### src/rtl/scope_frame_crc16_encoder_defines.svh
// assertion macros shared by the scope frame encoder modules
// needs aclk and aresetn in the scope where a macro is used
`ifndef SCOPE_FRAME_CRC16_ENCODER_DEFINES_SVH
`define SCOPE_FRAME_CRC16_ENCODER_DEFINES_SVH

// same-cycle implication, checked outside reset
`define SFCE_ASSERT_IMPL(label, ante, cons, msg) \
    label: assert property (@(posedge aclk) disable iff (!aresetn) (ante) |-> (cons)) \
        else $error(msg);

// next-cycle implication, checked outside reset
`define SFCE_ASSERT_NEXT(label, ante, cons, msg) \
    label: assert property (@(posedge aclk) disable iff (!aresetn) (ante) |=> (cons)) \
        else $error(msg);

`endif

### src/rtl/sfce_pkg.sv
// types, constants and the crc byte step for the scope frame encoder
// no dependencies
package sfce_pkg;

    typedef logic [3:0]  byte_idx_t;
    typedef logic [15:0] crc_t;
    typedef logic [63:0] samples_t;

    localparam crc_t      CRC_INIT   = 16'hFFFF;
    localparam crc_t      CRC_POLY   = 16'hA001;
    localparam byte_idx_t DATA_BYTES = 4'd8;
    localparam byte_idx_t CRC_LO_IDX = 4'd8;
    localparam byte_idx_t LAST_IDX   = 4'd9;

    // crc-16/modbus over one byte, lsb first, reflected polynomial
    function automatic crc_t crc_byte(input crc_t crc_in, input logic [7:0] data);
        crc_t c;
        c = crc_in ^ {8'h00, data};
        for (int b = 0; b < 8; b++) begin
            c = c[0] ? ((c >> 1) ^ CRC_POLY) : (c >> 1);
        end
        return c;
    endfunction

endpackage

### src/rtl/sfce_framer.sv
// serializes one sample set into ten frame words with a running crc
// depends on sfce_pkg and scope_frame_crc16_encoder_defines.svh
`include "scope_frame_crc16_encoder_defines.svh"

module sfce_framer (
    input  logic              aclk,
    input  logic              aresetn,
    input  logic              ld_valid,
    input  sfce_pkg::samples_t ld_samples,
    output logic              ld_ready,
    output logic [7:0]        m_axis_tdata,  // frame_byte[7:0]
    output logic              m_axis_tlast,
    output logic              m_axis_tvalid,
    input  logic              m_axis_tready
);

    logic                act_valid_reg, act_valid_next;
    sfce_pkg::samples_t  data_reg, data_next;
    sfce_pkg::byte_idx_t idx_reg, idx_next;
    sfce_pkg::crc_t      crc_reg, crc_next;
    logic [7:0]          tdata_reg, tdata_next;
    logic                tlast_reg, tlast_next;
    logic                tvalid_reg, tvalid_next;

    logic       out_free;
    logic       emit;
    logic       last_emit;
    logic       ld_take;
    logic [7:0] byte_sel;

    assign out_free  = !tvalid_reg || m_axis_tready;
    assign emit      = out_free && act_valid_reg;
    assign last_emit = emit && (idx_reg == sfce_pkg::LAST_IDX);
    assign ld_ready  = !act_valid_reg || last_emit;
    assign ld_take   = ld_valid && ld_ready;

    // data bytes leave from the bottom of the shifted sample word
    always_comb begin
        if (idx_reg < sfce_pkg::DATA_BYTES) begin
            byte_sel = data_reg[7:0];
        end else if (idx_reg == sfce_pkg::CRC_LO_IDX) begin
            byte_sel = crc_reg[7:0];
        end else begin
            byte_sel = crc_reg[15:8];
        end
    end

    always_comb begin
        act_valid_next = act_valid_reg;
        data_next      = data_reg;
        idx_next       = idx_reg;
        crc_next       = crc_reg;
        if (ld_take) begin
            act_valid_next = 1'b1;
            data_next      = ld_samples;
            idx_next       = '0;
            crc_next       = sfce_pkg::CRC_INIT;
        end else if (last_emit) begin
            act_valid_next = 1'b0;
        end else if (emit) begin
            idx_next  = idx_reg + 4'd1;
            data_next = data_reg >> 8;
            if (idx_reg < sfce_pkg::DATA_BYTES) begin
                crc_next = sfce_pkg::crc_byte(crc_reg, data_reg[7:0]);
            end
        end
    end

    always_comb begin
        tdata_next  = tdata_reg;
        tlast_next  = tlast_reg;
        tvalid_next = tvalid_reg;
        if (emit) begin
            tdata_next  = byte_sel;
            tlast_next  = (idx_reg == sfce_pkg::LAST_IDX);
            tvalid_next = 1'b1;
        end else if (m_axis_tready) begin
            tvalid_next = 1'b0;
        end
    end

    always_ff @(posedge aclk) begin
        if (!aresetn) begin
            act_valid_reg <= 1'b0;
            idx_reg       <= '0;
            tvalid_reg    <= 1'b0;
        end else begin
            act_valid_reg <= act_valid_next;
            idx_reg       <= idx_next;
            tvalid_reg    <= tvalid_next;
        end
    end

    always_ff @(posedge aclk) begin
        data_reg  <= data_next;
        crc_reg   <= crc_next;
        tdata_reg <= tdata_next;
        tlast_reg <= tlast_next;
    end

    assign m_axis_tdata  = tdata_reg;
    assign m_axis_tlast  = tlast_reg;
    assign m_axis_tvalid = tvalid_reg;

    `SFCE_ASSERT_IMPL(a_idx_range, act_valid_reg, idx_reg <= sfce_pkg::LAST_IDX,
        "frame index past the last word")
    `SFCE_ASSERT_NEXT(a_load_init, ld_take,
        act_valid_reg && idx_reg == '0 && crc_reg == sfce_pkg::CRC_INIT,
        "new frame did not start from crc init")
    `SFCE_ASSERT_NEXT(a_tlast_out, last_emit, tvalid_reg && tlast_reg,
        "last frame word not marked")
    `SFCE_ASSERT_NEXT(a_idx_step, emit && !last_emit && !ld_take,
        act_valid_reg && idx_reg == $past(idx_reg) + 4'd1,
        "frame index did not advance on a sent word")

endmodule

### src/rtl/scope_frame_crc16_encoder.sv
// Scope frame encoder, top level.
// Slave channel: one word per sample set, tdata holds four signed 16-bit
// channels, channel_0 in the lowest bits. Master channel: one byte per word,
// ten words per set: each channel low byte then high byte, then the
// crc-16/modbus of those eight bytes, low byte then high byte; tlast marks
// the tenth word.
// The first byte of a frame passes the holding register, the framer sample
// register and the output register; the rest follow one per cycle while
// tready holds. Sample-set throughput is bounded by the byte-wide output port.
// A holding register takes the next set while the current frame is still
// being sent, so s_axis_tready drops only while that register is full.
// The crc advances one byte per sent data byte.
// Reset clears all valid flags; any frame in flight is dropped.
// When the receiver stalls, the output word holds and the frame pauses.
// depends on sfce_pkg, sfce_framer and scope_frame_crc16_encoder_defines.svh
`include "scope_frame_crc16_encoder_defines.svh"

module scope_frame_crc16_encoder (
    input  logic        aclk,
    input  logic        aresetn,
    input  logic [63:0] s_axis_tdata,  // channel_0, channel_1, channel_2, channel_3
    input  logic        s_axis_tvalid,
    output logic        s_axis_tready,
    output logic [7:0]  m_axis_tdata,  // frame_byte[7:0]
    output logic        m_axis_tlast,
    output logic        m_axis_tvalid,
    input  logic        m_axis_tready
);

    logic               pend_valid_reg, pend_valid_next;
    sfce_pkg::samples_t pend_reg, pend_next;
    logic               s_take;
    logic               ld_ready;

    assign s_axis_tready = !pend_valid_reg;
    assign s_take        = s_axis_tvalid && !pend_valid_reg;

    always_comb begin
        pend_valid_next = pend_valid_reg;
        pend_next       = pend_reg;
        if (s_take) begin
            pend_valid_next = 1'b1;
            pend_next       = s_axis_tdata;
        end else if (ld_ready) begin
            pend_valid_next = 1'b0;
        end
    end

    always_ff @(posedge aclk) begin
        if (!aresetn) begin
            pend_valid_reg <= 1'b0;
        end else begin
            pend_valid_reg <= pend_valid_next;
        end
    end

    always_ff @(posedge aclk) begin
        pend_reg <= pend_next;
    end

    sfce_framer u_framer (
        .aclk          (aclk),
        .aresetn       (aresetn),
        .ld_valid      (pend_valid_reg),
        .ld_samples    (pend_reg),
        .ld_ready      (ld_ready),
        .m_axis_tdata  (m_axis_tdata),
        .m_axis_tlast  (m_axis_tlast),
        .m_axis_tvalid (m_axis_tvalid),
        .m_axis_tready (m_axis_tready)
    );

    `SFCE_ASSERT_NEXT(a_pend_fill, s_take, pend_valid_reg && pend_reg == $past(s_axis_tdata),
        "accepted sample set not held")
    `SFCE_ASSERT_NEXT(a_pend_hold, pend_valid_reg && !ld_ready,
        pend_valid_reg && $stable(pend_reg), "waiting sample set lost")
    `SFCE_ASSERT_NEXT(a_pend_drain, pend_valid_reg && ld_ready, !pend_valid_reg,
        "holding register not freed after hand-off")

endmodule
### config.mk
export PLATFORM = sky130hd
export DESIGN_NAME = scope_frame_crc16_encoder
export DESIGN_NICKNAME = d
export VERILOG_FILES = /design/src/rtl/sfce_pkg.sv /design/src/rtl/sfce_framer.sv /design/src/rtl/scope_frame_crc16_encoder.sv
export VERILOG_INCLUDE_DIRS = /design/src /design/src/rtl
export SDC_FILE = /design/constraint.sdc
export NUM_CORES = 1
export LEC_CHECK = 0
export BUFFER_PORTS_ARGS = -buffer_cell sky130_fd_sc_hd__buf_2
export CAP_MARGIN = 0
export CELL_PAD_IN_SITES_DETAIL_PLACEMENT = 1
export CELL_PAD_IN_SITES_GLOBAL_PLACEMENT = 1
export CORE_ASPECT_RATIO = 0.6
export CORE_UTILIZATION = 50
export CTS_CLUSTER_SIZE = 14
export DETAILED_ROUTE_END_ITERATION = 8
export GPL_TIMING_DRIVEN = 1
export PLACE_DENSITY_LB_ADDON = 0.1
export SETUP_SLACK_MARGIN = 0.15
export SYNTH_ARGS = -nofsm -noshare
export SYNTH_HDL_FRONTEND = slang
export SYNTH_SLANG_ARGS = --single-unit
### constraint.sdc
create_clock -name aclk -period 6.14 [get_ports aclk]
set_clock_uncertainty 0.15 [all_clocks]
set_input_delay 0.921 -clock aclk [delete_from_list [all_inputs] [get_ports aclk]]
set_output_delay 0.921 -clock aclk [all_outputs]
set_load 0.02 [all_outputs]
==> flow_summary.yaml <==
status:
  status: "completed"
cells_and_area:
  final_cells: 729
  num_antenna_cells: 0
  final_area_sq_mm: 0.00727
  drive_gt1_share_pct: 20.9
  nFillCells: 1193
  register_area_sq_mm: 0.00457
  synthToLayoutAreaGrowth_pct: 18.5
  finalNetCount: 627
  multi_input_area_sq_mm: 0.00147
die:
  core_sq_mm: 0.0116
  pin_count: 79
  dieArea_sq_mm: 0.0127
  die_h_um: 87.8
  initial_core_util_pct: 52.7
  die_x_um: 145
  row_count: 30
sta:
  worstMarginPinSlew_ns: 1.11
  fmax_ghz: 0.287
  setup_tns_ns: 0
  post-route-period-util_pct: 56.7
  rsz0062_at_grt: "false"
  setup_slack_ns: 2.66
  max_slew_margin_pct: 25.7
  min_period_ns: 3.48
  setup_viol_count_final: 0
  finalHoldViolations: 0
  slew_violations: 0
synth:
  ys_seq_elements: 160
  synth_area_leaders: "edfxtp_1 (67%), nand2_1 (12%), dfxtp_1 (7.5%)"
  syn_area_sq_mm: 0.00613
  syn_nets: 548
  syn_inst: 477
  syn_area_per_cell_sq_um: 12.9
  yosysUniqueCellTypes: 28
  synth-seq-area-share_pct: 74.6
  synth_top_area_share_pct: 67.1
  synth_warnings: 0
  yosys.area.top_type: "edfxtp_1"
placed_design:
  dp.cells: 697
  dp_slack_ns: 2.71
  gp_congestion: 0.799
  portBuffers: 78
  dpl_cell_area_sq_mm: 0.00668
  dp.final_hpwl_mm: 8.93
global_routing:
  grt-ovfl-total: 0
  antenna_found_initial: 0
  grt_pass1_wl_mm: 21.9
  grt_usage_pct: 23.6
  grt_pass1_vias: 4003
  grt_max_degree: 71
setup_path:
  critPathCaptureType: "flip-flop"
  criticalPathCategory: "reg -> reg"
  required_ns: 6.07
  crit_fanout: 37
  r2r_cells: 5
  cp_data_arrival_time_ns: 3.41
  r2r_setup_slack_ns: 2.66
  critPathLaunch: "u_framer.idx_reg[3]"
  r2r_end: "u_framer.data_reg[18]"
  rr_startpoint: "u_framer.idx_reg[3]"
  start_kind: "flip-flop"
  crit_end: "u_framer.data_reg[18]"
routing:
  route.vias.total: 3811
  drtPass1Iterations: 4
  viasPerCell: 5.23
  drt_wl_total_mm: 13.9
  wl_per_cell_um: 19.0
  postRouteAntennaNets: 0
  drc: 0
  drtIter0Drc: 218
pwr:
  p_switching_w: 0.000778
  ir_worst_vdd_mv: 0.205
  pwr-share-seq_pct: 48.5
  internal-power_w: 0.00212
  switching_share_pct: 26.8
  p_per_area_mw_per_mm2: 399
  p_leak_nw: 3.02
  p_clk_share_pct: 35.6
  power_w: 0.00290
  p_comb_share_pct: 15.9
cts:
  clock_sinks: 160
  clockRootBuffer: "clkbuf_16"
  cts_tree: "built"
  cts-resized-gates: 0
  cts_hold_buffers: 0
  cts.path.max_buffers: 2
  cts_setup_buffers: 0
  clk_pin_slew_ns: 0.07
  numCtsBuffers: 17
  h-tree-depth: 4
  clk_latency_ns: 0.42
flow_run:
  drv_cap: 0
min_path:
  min_path_type: "reg -> reg"
## routing by layer
metal / GRT usage [%] / vias to the layer above / wire length [um] / share of wire [%]
li1: - / 1787 / - / -
met1: 33.0 / 1905 / 6490 / 47
met2: 36.9 / 111 / 6440 / 46
met3: 5.78 / 8 / 866 / 6.2
met4: 6.96 / 0 / 88 / 0.63
met5: 0 / - / 0 / 0
## how the worst min path moves through the flow
stage	start	to	slack (ns)	cells after the start
4_1_cts	u_framer.crc_reg[11]	u_framer.crc_reg[3]	0.36	2
3_3_place_gp	u_framer.crc_reg[9]	u_framer.crc_reg[1]	0.33	2
3_5_place_dp	u_framer.crc_reg[11]	u_framer.crc_reg[3]	0.34	2
2_1_floorplan	u_framer.crc_reg[13]	u_framer.crc_reg[13]	0.31	2
5_1_grt	u_framer.crc_reg[11]	u_framer.crc_reg[3]	0.37	2
6_report	u_framer.crc_reg[11]	u_framer.crc_reg[3]	0.35	2
## power groups by stage
stage	clock network, W	logic [W]	registers [W]
5_1_grt	0.00108	0.000508	0.00142
6_report	0.00103	0.000462	0.00140
3_5_place_dp	0	0.000456	0.00142
4_1_cts	0.00105	0.000466	0.00140
2_1_floorplan	0	0.000322	0.00141
3_3_place_gp	0	0.000421	0.00142
## cell usage after synthesis
library cell,instances
edfxtp_1,137
nand3b_4,1
buf_2,4
dfxtp_1,23
a21oi_1,15
o21a_1,2
inv_1,4
nor3b_2,1
ha_1,3
nor2_1,14
xnor3_2,1
and2_1,1
nor2b_1,4
xnor2_1,17
nand4_1,1
and3_1,8
or3_1,1
inv_2,1
a21boi_0,1
nand3b_1,2
nand3_1,2
xor2_1,4
o21ai_1,3
mux2i_1,13
buf_1,2
o211ai_1,7
clkbuf_1,16
nand2_1,189
## layout make-up
class	count	share of cell area, %
Clock inverter	9	0.929
Tap cell	160	2.75
Clock buffer	23	7.18
Timing Repair Buffer	82	5.78
Sequential cell	160	62.9
Multi-Input combinational cell	290	20.2
Inverter	5	0.258
## critical path, stage by stage, from the launching register on
cell and delay, ns:
dfxtp_1 0.78, nand3b_1 0.29, o21ai_1 0.62, nand2_2 0.13, nand2_2 0.66, buf_4 0.48
## layout by cell type (no fill, tap or decap), drive strengths merged
cell type    n
nand3        2
nand2      189
clkbuf      23
nor2        14
nor3b        1
clkinv       3
and2         1
o211ai       7
o21ai        3
edfxtp     137
nand3b       3
clkinvlp     3
xnor2       17
and3         8
nor2b        4
a21boi       1
xor2         4
o21a         2
xnor3        1
or3          1
a21oi       15
mux2i       13
dfxtp       23
ha           3
inv          8
nand4        1
buf         82
## cell families (layout without fill, tap and decap cells)
logic type	after synthesis	after routing	share of synthesized area (%)
and+or+nand+nor	224	224	14.9
AOI/OAI and AO/OA	28	28	2.69
adders and majority gates	3	3	0.612
xor gates and xnor gates	22	22	3.39
muxes	13	13	2.12
buffers and inverters	27	119	1.73
DFF	160	160	74.6
## stage by stage
step | utilization [%] | hold slack (ns)
detailed placement | 57.4 | 0.338
floorplan | - | 0.310
finish | 62.5 | 0.354
global placement | 57.4 | 0.333
global route | 62.5 | 0.373
CTS | 62.5 | 0.356
Note: power is estimated with default switching activity, not from simulation.
